===== src/hdl/drbfs_pkg.sv =====
// Shared constants, types and move tables of the domino robot grid search
package drbfs_pkg;

  localparam int unsigned DEF_MAX_SIDE = 128;
  localparam logic [7:0]  GRID_RESET   = 8'd128;
  localparam int unsigned STEPS_W      = 15;
  localparam logic [STEPS_W-1:0] STEP_SAT = 15'h7FFF;
  localparam int unsigned NUM_CAND     = 8;

  localparam logic signed [1:0] OFF_M1 = 2'sb11;
  localparam logic signed [1:0] OFF_Z  = 2'sb00;
  localparam logic signed [1:0] OFF_P1 = 2'sb01;

  // Offsets of one candidate move relative to the popped anchor
  typedef struct packed {
    logic              rot;
    logic signed [1:0] adr;
    logic signed [1:0] adc;
    logic signed [1:0] cdr;
    logic signed [1:0] cdc;
  } cand_off_t;

  // Commands from the controller to the datapath
  typedef struct packed {
    logic load;
    logic clr;
    logic init;
    logic pop;
    logic fetch;
    logic goal;
    logic c0;
    logic c1;
    logic c2;
    logic c3;
    logic c4;
  } cmd_t;

  // Status from the datapath to the controller
  typedef struct packed {
    logic clr_last;
    logic q_empty;
    logic is_goal;
    logic k_last;
  } sts_t;

  // Candidates 0..3 translate, 4..7 pivot into the other orientation
  function automatic cand_off_t cand_off(input logic d, input logic [2:0] k);
    cand_off_t o;
    o = '{rot: 1'b0, adr: OFF_Z, adc: OFF_Z, cdr: OFF_Z, cdc: OFF_Z};
    unique case (k)
      3'd0: o.adr = OFF_M1;
      3'd1: o.adr = OFF_P1;
      3'd2: o.adc = OFF_M1;
      3'd3: o.adc = OFF_P1;
      3'd4: begin
        o.rot = 1'b1;
        if (!d) begin
          o.adr = OFF_M1; o.cdr = OFF_M1; o.cdc = OFF_P1;
        end else begin
          o.adc = OFF_M1; o.cdr = OFF_P1; o.cdc = OFF_M1;
        end
      end
      3'd5: begin
        o.rot = 1'b1;
        o.cdr = OFF_P1; o.cdc = OFF_P1;
      end
      3'd6: begin
        o.rot = 1'b1;
        if (!d) begin
          o.adr = OFF_M1; o.adc = OFF_P1; o.cdr = OFF_M1;
        end else begin
          o.adr = OFF_P1; o.adc = OFF_M1; o.cdc = OFF_M1;
        end
      end
      default: begin
        o.rot = 1'b1;
        if (!d) begin
          o.adc = OFF_P1; o.cdr = OFF_P1;
        end else begin
          o.adr = OFF_P1; o.cdc = OFF_P1;
        end
      end
    endcase
    return o;
  endfunction

endpackage


===== src/hdl/drbfs_ctrl.sv =====
// Sequencing state machine for wall loading and the breadth-first search
module drbfs_ctrl (
  input  logic              clk_i,
  input  logic              rst_ni,
  input  logic              start,
  input  logic              last_cell_i,
  input  drbfs_pkg::sts_t   sts_i,
  output drbfs_pkg::cmd_t   cmd_o,
  output logic              busy,
  output logic              done_o
);

  typedef enum logic [11:0] {
    S_IDLE  = 12'b000000000001,
    S_CLEAR = 12'b000000000010,
    S_INIT  = 12'b000000000100,
    S_POP   = 12'b000000001000,
    S_FETCH = 12'b000000010000,
    S_GOAL  = 12'b000000100000,
    S_C0    = 12'b000001000000,
    S_C1    = 12'b000010000000,
    S_C2    = 12'b000100000000,
    S_C3    = 12'b001000000000,
    S_C4    = 12'b010000000000,
    S_DONE  = 12'b100000000000
  } state_e;

  state_e state_q, state_d;

  always_ff @(posedge clk_i or negedge rst_ni) begin
    if (!rst_ni) begin
      state_q <= S_IDLE;
    end else begin
      state_q <= state_d;
    end
  end

  always_comb begin
    state_d = state_q;
    cmd_o   = '0;
    unique case (state_q)
      S_IDLE: begin
        cmd_o.load = start;
        if (start && last_cell_i) state_d = S_CLEAR;
      end
      S_CLEAR: begin
        cmd_o.clr = 1'b1;
        if (sts_i.clr_last) state_d = S_INIT;
      end
      S_INIT: begin
        cmd_o.init = 1'b1;
        state_d    = S_POP;
      end
      S_POP: begin
        cmd_o.pop = 1'b1;
        state_d   = sts_i.q_empty ? S_DONE : S_FETCH;
      end
      S_FETCH: begin
        cmd_o.fetch = 1'b1;
        state_d     = S_GOAL;
      end
      S_GOAL: begin
        cmd_o.goal = 1'b1;
        state_d    = sts_i.is_goal ? S_DONE : S_C0;
      end
      S_C0: begin
        cmd_o.c0 = 1'b1;
        state_d  = S_C1;
      end
      S_C1: begin
        cmd_o.c1 = 1'b1;
        state_d  = S_C2;
      end
      S_C2: begin
        cmd_o.c2 = 1'b1;
        state_d  = S_C3;
      end
      S_C3: begin
        cmd_o.c3 = 1'b1;
        state_d  = S_C4;
      end
      S_C4: begin
        cmd_o.c4 = 1'b1;
        state_d  = sts_i.k_last ? S_POP : S_C0;
      end
      S_DONE: state_d = S_IDLE;
      default: state_d = S_IDLE;
    endcase
  end

  assign busy   = (state_q != S_IDLE);
  assign done_o = (state_q == S_DONE);

endmodule


===== config.mk =====
export PLATFORM = sky130hd
export DESIGN_NAME = drbfs_ctrl
export DESIGN_NICKNAME = d
export VERILOG_FILES = /design/src/hdl/drbfs_pkg.sv /design/src/hdl/drbfs_ctrl.sv
export SDC_FILE = /design/constraint.sdc
export NUM_CORES = 1
export LEC_CHECK = 0
export ABC_AREA = 1
export BUFFER_PORTS_ARGS = -buffer_cell sky130_fd_sc_hd__buf_2
export CAP_MARGIN = 10
export CORE_ASPECT_RATIO = 1.5
export CORE_MARGIN = 2
export CORE_UTILIZATION = 35
export CTS_BUF_LIST = sky130_fd_sc_hd__clkbuf_8
export DETAILED_ROUTE_END_ITERATION = 8
export GPL_ROUTABILITY_DRIVEN = 0
export PLACE_DENSITY_LB_ADDON = 0.1
export SYNTH_ARGS = -nofsm -noshare
export SYNTH_HDL_FRONTEND = slang
export SYNTH_SLANG_ARGS = --single-unit

===== constraint.sdc =====
create_clock -name clk_i -period 1.4 [get_ports clk_i]
set_clock_uncertainty 0.05 [all_clocks]
set_input_delay 0.28 -clock clk_i [delete_from_list [all_inputs] [get_ports clk_i]]
set_output_delay 0.28 -clock clk_i [all_outputs]
set_load 0.02 [all_outputs]

* Word level (Yosys, flattened, before mapping)
Index checks and enable logic that the tools add are counted.
** Storage, ports and cells
- Register bits after elaboration :: 12
- Output and inout port bits :: 13
** Operators by class
- Equal/unequal tests :: 15
- Muxes and demuxes :: 17
- Reduce and logical (&&, ||, !) cells :: 2
** Operators by type and width (count)
- $pmux W12 S11 :: 1
- $mux W12 :: 4
- $eq A12 B1 Y1 const B :: 1
- $eq A12 B10 Y1 const B :: 1
- $eq A12 B11 Y1 const B :: 1
- $eq A12 B12 Y1 const B :: 1
- $eq A12 B2 Y1 const B :: 1
- $eq A12 B3 Y1 const B :: 1
- $eq A12 B4 Y1 const B :: 1
- $eq A12 B5 Y1 const B :: 1
- $eq A12 B6 Y1 const B :: 1
- $eq A12 B7 Y1 const B :: 1
- $eq A12 B8 Y1 const B :: 1
- $eq A12 B9 Y1 const B :: 1
- $ne A12 B1 Y1 const B :: 1
- $mux W1 :: 11
- $mux W7 :: 1
- $ne A2 B2 Y1 const B :: 2
- $reduce_and A2 Y1 :: 1
- $logic_and A1 B1 Y1 :: 1

* Depth between registers and ports, before layout
Gate-level depths: netlist (run 1).
- Depth in word-level cells :: 3
- Depth in mapped cells :: 8

* Least setup slack after synthesis (run 1)
Ideal clock, no wire load.
- Path type :: flip-flop to output port
- Start point :: register state_q[9]
- End point :: output cmd_o[10] (netlist bit)
- Arrival :: 1.256 ns
- Slack :: -0.186 ns
- Stages on the path, launching flop included :: 6
- Path buffers :: 0
- Cells stage by stage :: dfrtp_1 -> nor2_4 -> nand2_4 -> nor2_8 -> nand2_1 -> nor2_1
** RTL lines
- from (decl) :: RTL line drbfs_ctrl.sv:28 : state_e state_q, state_d;
- from (signal assigned) :: RTL line drbfs_ctrl.sv:34 : state_q <= state_d;
- to (decl) :: RTL line drbfs_ctrl.sv:8 : output drbfs_pkg::cmd_t cmd_o,

==> summary.md, run 1 <==
| Metric | Value |
|---|---|
| Gr ovfl total | 0 |
| Area of the multi-input gates | 442 sq um |
| Main flop type after synthesis | dfrtp_1 |
| Die Wd | 41.5 um |
| Initial Util | 36.8% |
| Place WS | -0.0800 ns |
| Most common cell in the netlist | nand2_1 |
| Power Density | 1120 mW/mm^2 |
| Final WL | 1.93 mm |
| Layout cells sized above 1 | 56.4% |
| Kind of critical path | reg2out |
| Largest area contributor in the netlist | dfrtp_1 |
| Setup violators final | 14 |
| Synth cell count leaders | 33 x nand2_1, 27 x inv_1, 14 x nor2_1 |
| Syn Area/Cell | 6.76 sq um |
| VDD IR max | 749 uV |
| Initial antenna violation count | 0 |
| Vias in the first global route | 765 |
| Crit path DAT | 1.35 ns |
| Period utilization | 120% |
| Fin util | 62.4% |
| Worst hold stages | 2 |
| Reg power frac | 30.0% |
| GRT Overall Usage | 16.9% |
| Core area | 0.00200 sq mm |
| H-tree Lvls | 1 |
| Largest register by flop count | state_q |
| Async S/R FF share, synth | 100% |
| Layout area overhead | 69.4% |
| Ant diodes | 0 |
| Minimum clock period | 1.68 ns |
| Psw | 0.510 mW |
| Int Pwr | 0.887 mW |
| Number of flops mapped to enable cells by yosys | 0 |
| Yosys warns | 0 |
| Mapped cell area | 737 sq um |
| Root buf cell | clkbuf_8 |
| Core Rows | 20 |
| Residual DRC | 0 |
| Critical Path End Type | output port |
| I/O Buffers | 20 |
| Worst r2r path cells | 9 |
| Max-cap viol count | 0 |
| Worst slew pin tran | 0.292 ns |
| RSZ-0062 raised after global routing | true |
| Clock Latency Late Sink | 0.25 ns |
| Status | finished, violations left |
| Drt wl/cell | 11.3 um |
| Post-route ant nets | 0 |
| Routed vias/inst | 4.54 |
| Synthesized netlist cell count | 109 |
| Setup WS post-layout | -0.283 ns |
| Router iterations before antenna repair | 4 |
| Max FFs per register | 12 |
| Vias | 777 |
| TritonCTS buffer count | 3 |
| Nature of the critical path startpoint | flop |
| Worst EP required | 1.07 ns |
| Die Area | 0.00250 sq mm |
| Clock power share | 27.7% |
| Largest net degree at the start of global routing | 13 |
| Fillers | 188 |
| Failing checks | setup timing |
| Max Root-Sink Buffers | 2 |
| CTS tree | done |
| First-pass GRT wire length | 3.10 mm |
| Pleak | 0.749 nW |
| Hpwl dp | 1.43 mm |
| Min-Delay Path Class | in2reg |
| FF+latch count, synth | 12 |
| DIE HEIGHT | 60.2 um |
| Comb pwr share | 42.3% |
| # IOs | 21 |
| DRT iter0 DRCs | 13 |
| Final Hold Viols | 0 |
| Register Area | 302 sq um |
| CP max FO | 4 |
| Count of cell types in the netlist | 18 |
| Largest regs | state_q x12 |
| Switching Fraction | 36.5% |
| Clock-pin transition on the worst setup and hold timing paths | 0.06 ns |
| Sequential area share after synthesis | 40.9% |
| Syn Nets | 117 |
| CTS sink cnt | 12 |
| Max transition margin | 80.6% |
| Post-synth top area share | 37.4% |
| Nets | 158 |
| Synth area leaders | dfrtp_1 37%, nand2_1 17%, inv_1 14%, nor2_1 7.1%, dfstp_2 3.6% |
| Slew Viols, Final | 0 |
| Max Freq | 594 MHz |
[cell families (layout without fill, tap and decap cells)]
logic type / after synthesis / in the layout / synth area share [%]
AND/OR/NAND/NOR: 64 / 64 / 40.9
buffers and inverters: 29 / 69 / 14.8
flip-flops: 12 / 12 / 40.9
AO/OA/AOI/OAI: 4 / 4 / 3.40
[power by group through the flow]
stage	clock network [mW]	registers, mW	logic [mW]
after floorplan	0	0.414	0.323
after global placement	0	0.418	0.460
after global routing	0.404	0.424	0.654
after detailed placement	0	0.418	0.462
final	0.386	0.419	0.591
after CTS	0.397	0.412	0.569
[per-layer routing]
| layer | global-route usage (%) | up-vias | part of all wire (%) |
|---|---|---|---|
| met5 | 0 | - | 0 |
| met4 | 8.29 | 0 | 1.6 |
| met3 | 2.42 | 4 | 3.2 |
| met2 | 33.3 | 19 | 61 |
| met1 | 17.0 | 358 | 34 |
| li1 | - | 396 | - |
[layout by cell type, fill, tap and decap left out, drive strengths merged, types with 2 or more instances in the layout]
master  netlist  layout
buf           0      35
dfrtp        11      11
nand3         3       3
inv          28      28
nor2         20      20
nor3          5       5
nand2        35      35
clkbuf        0       4
o21ai         2       2
[area by class of cell]
cell class | instances | share of cell area, %
multi-input cells | 68 | 35.4
flip-flops and latches | 12 | 24.1
repair buffers | 36 | 24.9
well taps | 22 | 2.20
inverters | 29 | 8.92
clock buffers | 4 | 4.41
[critical path, cell delays in order (launching register included)]
cell and delay (ns):
dfrtp_1 0.42, nor2_2 0.11, nand2_2 0.11, nor2_4 0.19, nand2_2 0.09, inv_2 0.07, buf_6 0.11
[final timing paths]
path / start / to / slack, ns
max: state_q[3] / cmd_o[5] / -0.28
min: sts_i[2] / state_q[4] / 0.14
max reg2reg: state_q[6] / state_q[0] / -0.01
min reg2reg: state_q[9] / state_q[10] / 0.67
max in group asynchronous: rst_ni / state_q[0] / 0.62
min in group asynchronous: rst_ni / state_q[3] / 0.39
[metrics by stage]
stage / hold WS (ns) / power [mW] / setup TNS (ns) / instances / instance area [sq um]
floorplan: -0.0656 / 0.737 / 0 / 109 / 752
global placement: 0.132 / 0.878 / -0.385 / 160 / 947
detailed placement: 0.130 / 0.880 / -0.545 / 160 / 947
CTS: 0.139 / 1.38 / -3.45 / 171 / 1190
global route: 0.155 / 1.48 / -4.28 / 171 / 1250
finish: 0.144 / 1.40 / -3.28 / 171 / 1250
[repair_timing]
action                                  CTS  global route
endpoints found under the setup margin   14            17
setup buffers                             8             3
pin swaps                                 9            14
hold buffers                              1             0
endpoints found under the hold margin    11             0
resized for setup                        47            21
No activity file was read; power rests on OpenSTA's default activity.
==> run 2, diff against run 1 <==
Settings changed: RECOVER_POWER set to 100.
==> run 2 against run 1 <==
Net effect:
- the run still ends with setup timing left
- die area stayed put
- fmax rose by 0.33%
- register-to-register slack is essentially flat
- final cell count is the same
- flip-flop and latch count unchanged
- via count decreased by 1.2%
- sequential share of layout area up 0.17 points
- global-route usage is the same
- total power down 1.4%
- clock-buffer cell count did not move
- combinational power is 3% lower
- critical path depth unchanged
- critical path type unchanged
==> summary.md, run 2 (synthesized netlist as in run 1, its figures left out) <==
| Metric | Value |
|---|---|
| Hpwl dp | 1.43 mm |
| Initial antenna violation count | 0 |
| Vias in the first global route | 765 |
| CTS sink cnt | 12 |
| Worst r2r path cells | 9 |
| Largest regs | state_q x12 |
| Nature of the critical path startpoint | flop |
| Finished Layout Cells | 171 |
| Setup violators final | 14 |
| Largest net degree at the start of global routing | 13 |
| Residual DRC | 0 |
| WL met2 | 1.18 mm |
| Commonest non-fill, non-tap cells in the layout | 21 x nand2_1, 18 x inv_1, 15 x buf_6, 13 x buf_4 |
| R2R setup slack | -0.01 ns |
| Crit path DAT | 1.35 ns |
| Die Area | 0.00250 sq mm |
| Max transition margin | 53.7% |
| Gr ovfl total | 0 |
| Routed length on met1 | 650 um |
| Ant diodes | 0 |
| Initial Util | 36.8% |
| Hold wc startpoint | sts_i[2] |
| GRT Overall Usage | 16.9% |
| Highest Signal Layer | met4 |
| I/O Buffers | 20 |
| Hold Path End | state_q[4] |
| Worst EP required | 1.07 ns |
| Post-route ant nets | 0 |
| Max Root-Sink Buffers | 2 |
| RSZ-0062 raised after global routing | true |
| Core Rows | 20 |
| Pleak | 0.744 nW |
| Period utilization | 120% |
| Failing checks | setup timing |
| Clock-pin transition on the worst setup and hold timing paths | 0.06 ns |
| Layout cells sized above 1 | 55.0% |
| First-pass GRT wire length | 3.10 mm |
| Worst hold stages | 2 |
| Worst R2R Start | state_q[6] |
| Drt wl/cell | 11.2 um |
| Root buf cell | clkbuf_8 |
| Setup WS post-layout | -0.277 ns |
| Final WL | 1.92 mm |
| Metal3 WL | 55 um |
| VDD IR max | 723 uV |
| Vias | 768 |
| DRT iter0 DRCs | 14 |
| Slew Viols, Final | 0 |
| Power Density | 1110 mW/mm^2 |
| Max-cap viol count | 0 |
| Max FFs per register | 12 |
| Worst slew pin tran | 0.694 ns |
| Placed Cells | 160 |
| # IOs | 21 |
| DIE HEIGHT | 60.2 um |
| Critical Path End Type | output port |
| Reg-to-reg critical path endpoint | state_q[0] |
| H-tree Lvls | 1 |
| Final Hold Viols | 0 |
| Kind of critical path | reg2out |
| Routed vias/inst | 4.49 |
| Nets | 158 |
| CTS tree | done |
| Largest register by flop count | state_q |
| Minimum clock period | 1.68 ns |
| Fillers | 190 |
| TritonCTS buffer count | 3 |
| Min-Delay Path Class | in2reg |
| Router iterations before antenna repair | 4 |
| Max Freq | 596 MHz |
| Fin Hold WS | 0.145 ns |
| Core area | 0.00200 sq mm |
| CP max FO | 6 |
| Status | finished, violations left |
| Die Wd | 41.5 um |
| Layout area overhead | 68.3% |
| Commonest non-fill, non-tap cell in the layout | nand2_1 |
| Clock Latency Late Sink | 0.25 ns |
run 2: cell types whose count changed in the layout (fill, tap and decap cells not counted), sizes merged:
cell / delta
buf: -1
clkbuf: +1
run 2: worst max-delay path, cell delays in order, from the launching register on:
cell	delay, ns
dfrtp_1	0.42
nor2_4	0.16
nand2_4	0.10
nor2_8	0.14
nand2_1	0.09
clkinv_1	0.06
buf_4	0.13
run 2: worst max-delay path by stage:
stage	cells after the start	slack, ns	endpoint	startpoint
2_1_floorplan	4	0.002	cmd_o[10]	state_q[0]
3_3_place_gp	6	-0.07	cmd_o[1]	state_q[1]
3_5_place_dp	6	-0.08	cmd_o[1]	state_q[1]
4_1_cts	6	-0.29	cmd_o[9]	state_q[7]
5_1_grt	6	-0.35	cmd_o[9]	state_q[6]
6_report	6	-0.28	cmd_o[9]	state_q[6]
run 2: routing by layer:
metal  track usage (%)  vias to the layer above
li1                  -                      396
met1              17.0                      353
met2              33.3                       15
met3              2.42                        4
met4              8.29                        0
met5                 0                        -
run 2: where the power goes:
| part | total, mW | internal [mW] | switching, mW |
|---|---|---|---|
| sequential | 0.418 | 0.391 | 0.0273 |
| clock | 0.386 | 0.249 | 0.138 |
| combinational | 0.573 | 0.241 | 0.332 |
| total | 1.38 | 0.881 | 0.497 |
run 2: cell type report:
| cell class | count | area [sq um] | share of cell area (%) |
|---|---|---|---|
| Timing Repair Buffer | 36 | 310 | 25.0 |
| Tap cell | 22 | 27.5 | 2.22 |
| Inverter | 29 | 111 | 8.98 |
| Sequential cell | 12 | 302 | 24.3 |
| Clock buffer | 4 | 55.1 | 4.44 |
| Multi-Input combinational cell | 68 | 434 | 35.0 |
run 2: stage by stage:
step	setup TNS, ns	power [mW]	cell area (sq um)	setup slack (ns)	util [%]
2_1_floorplan	0	0.737	752	0.00230	-
5_1_grt	-4.29	1.46	1240	-0.352	61.9
6_report	-3.26	1.38	1240	-0.277	61.9
3_5_place_dp	-0.545	0.880	947	-0.0800	47.3
3_3_place_gp	-0.385	0.878	947	-0.0677	47.3
4_1_cts	-3.45	1.38	1190	-0.290	59.6
run 2: what timing repair did:
item	in CTS	in global routing
endpoints found under the hold margin	11	0
pin swaps	9	14
gates resized for setup	47	21
setup buffers	8	3
setup endpoints to repair	14	17
hold buffers	1	0
==> run 3, diff against run 2 <==
Settings changed: REMOVE_ABC_BUFFERS set to 1.
==> run 3 against run 2 <==
Net effect:
- the run still ends with setup timing left
- fmax down 1.1%
- combinational power up 6.1%
- via count up 0.78%
- critical path type unchanged
- final area down 3.4%
- hold slack better by 0.015 ns
- total power up 1.7%
- die area unchanged
- routed wire length down 0.26%
- core utilization down 2.1 points
- register-to-register slack worse by 0.04 ns
- critical endpoint is now cmd_o[5]
==> summary.md, run 3 (synthesized netlist as in run 1, its figures left out) <==
| Metric | Value |
|---|---|
| Largest register by flop count | state_q |
| Clock power share | 27.1% |
| Pleak | 0.754 nW |
| Die Wd | 41.5 um |
| Crit path DAT | 1.37 ns |
| Gr ovfl total | 0 |
| Worst EP required | 1.07 ns |
| Hpwl dp | 1.47 mm |
| Minimum clock period | 1.70 ns |
| Total power | 1.40 mW |
| Kind of critical path | reg2out |
| R2R setup slack | -0.05 ns |
| Residual DRC | 0 |
| Max Root-Sink Buffers | 2 |
| GRT Overall Usage | 16.0% |
| TritonCTS buffer count | 3 |
| Core Rows | 20 |
| Critical-path top delay cell | dfrtp_1 |
| Final Hold Viols | 0 |
| CTS tree | done |
| Routed vias/inst | 4.50 |
| Clock Latency Late Sink | 0.24 ns |
| Nature of the critical path startpoint | flop |
| Initial antenna violation count | 0 |
| Fin Setup TNS | -3.31 ns |
| Drt wl/cell | 11.1 um |
| Largest net degree at the start of global routing | 13 |
| Max-cap viol count | 0 |
| Post-route ant nets | 0 |
| H-tree Lvls | 1 |
| Slew Viols, Final | 0 |
| Nets | 159 |
| Fin Hold WS | 0.159 ns |
| Die Area | 0.00250 sq mm |
| # IOs | 21 |
| Status | finished, violations left |
| Router iterations before antenna repair | 4 |
| Clock-pin transition on the worst setup and hold timing paths | 0.06 ns |
| Critical Path End Type | output port |
| CP max FO | 4 |
| Commonest non-fill, non-tap cells in the layout | 23 x nand2_1, 22 x inv_1, 18 x buf_4, 11 x dfrtp_1 |
| Layout area overhead | 62.5% |
| DIE HEIGHT | 60.2 um |
| Initial Util | 36.8% |
| Switching Fraction | 35.8% |
| Crit-path max cell delay | 0.41 ns |
| Max transition margin | 55.1% |
| Power Density | 1170 mW/mm^2 |
| Root buf cell | clkbuf_8 |
| Final WL | 1.91 mm |
| Core area | 0.00200 sq mm |
| Ant diodes | 0 |
| Largest regs | state_q x12 |
| DRT iter0 DRCs | 12 |
| I/O Buffers | 20 |
| Comb pwr share | 43.4% |
| Fillers | 197 |
| Setup violators final | 15 |
| Psw | 0.502 mW |
| CTS sink cnt | 12 |
| Max FFs per register | 12 |
| Int Pwr | 0.899 mW |
| Period utilization | 121% |
| Worst slew pin tran | 0.674 ns |
| Failing checks | setup timing |
| Setup WS post-layout | -0.296 ns |
| Vias | 774 |
| Most frequent CP cell | nor2_4 |
| Layout cells sized above 1 | 48.0% |
| Min-Delay Path Class | in2reg |
| Max Freq | 589 MHz |
| First-pass GRT wire length | 2.93 mm |
| CP cell instances | nor2_4 > nand2_4 > nor2_4 > nand2_2 > inv_2 > buf_6 |
| Commonest non-fill, non-tap cell in the layout | nand2_1 |
| Reg power frac | 29.5% |
| Vias in the first global route | 732 |
| VDD IR max | 1170 uV |
| RSZ-0062 raised after global routing | true |
run 3: changes by cell type in the layout (fill, tap and decap cells not counted), moves of 2 or more:
cell / previous run / this run
nor3_1: 1 / 3
inv_1: 18 / 22
nand2_1: 21 / 23
nor2_1: 6 / 10
nor2_2: 8 / 4
buf_4: 13 / 18
buf_6: 15 / 10
inv_2: 9 / 6
nand2_2: 11 / 9
run 3: power by group through the flow:
| stage | Sequential [mW] | Clock [mW] | Combinational (mW) |
|---|---|---|---|
| global placement | 0.414 | 0 | 0.452 |
| floorplan | 0.414 | 0 | 0.297 |
| finish | 0.413 | 0.379 | 0.608 |
| detailed placement | 0.415 | 0 | 0.462 |
| global route | 0.416 | 0.406 | 0.668 |
| CTS | 0.413 | 0.388 | 0.508 |
run 3: timing repair:
item                                    in CTS  in global routing
buffers inserted                             1                  5
endpoints found under the setup margin      14                 16
pin swaps                                    8                  6
hold buffers                                 1                  0
hold endpoints to repair                    11                  0
resized for setup                           22                 28
run 3: layout make-up:
class | count | area, sq um | share of cell area (%)
Multi-Input combinational cell | 68 | 408 | 34.1
Sequential cell | 12 | 302 | 25.2
Clock buffer | 4 | 55.1 | 4.60
Timing Repair Buffer | 37 | 297 | 24.8
Tap cell | 22 | 27.5 | 2.30
Inverter | 29 | 109 | 9.09
run 3: path summary, 6_finish.rpt:
| kind | startpoint | end | cells past startpoint |
|---|---|---|---|
| setup / recovery | state_q[8] | cmd_o[5] | 6 |
| hold / removal | sts_i[2] | state_q[4] | 2 |
| setup reg to reg | state_q[0] | state_q[11] | 7 |
| hold reg to reg | state_q[7] | state_q[7] | 4 |
| max in group asynchronous | rst_ni | state_q[3] | 2 |
| min in group asynchronous | rst_ni | state_q[9] | 2 |
run 3: per-layer routing:
layer	share of wire, %	vias to the layer above	global-route usage (%)
li1	-	401	-
met1	34	358	14.6
met2	63	13	33.0
met3	2.1	2	1.81
met4	0.89	0	9.68
met5	0	-	0
run 3: stage by stage:
step / util, % / cells / area, sq um / setup WS, ns
floorplan: - / 109 / 737 / -0.186
global placement: 48.1 / 164 / 962 / -0.0576
detailed placement: 48.1 / 164 / 962 / -0.0737
CTS: 53.9 / 169 / 1080 / -0.296
global route: 59.8 / 172 / 1200 / -0.384
finish: 59.8 / 172 / 1200 / -0.296
run 3: critical path, delay by kind of cell, from the launching register on:
family | cells | cell delay, ns
and+or+nand+nor | 4 | 0.52
DFF | 1 | 0.41
buffers and inverters | 2 | 0.20
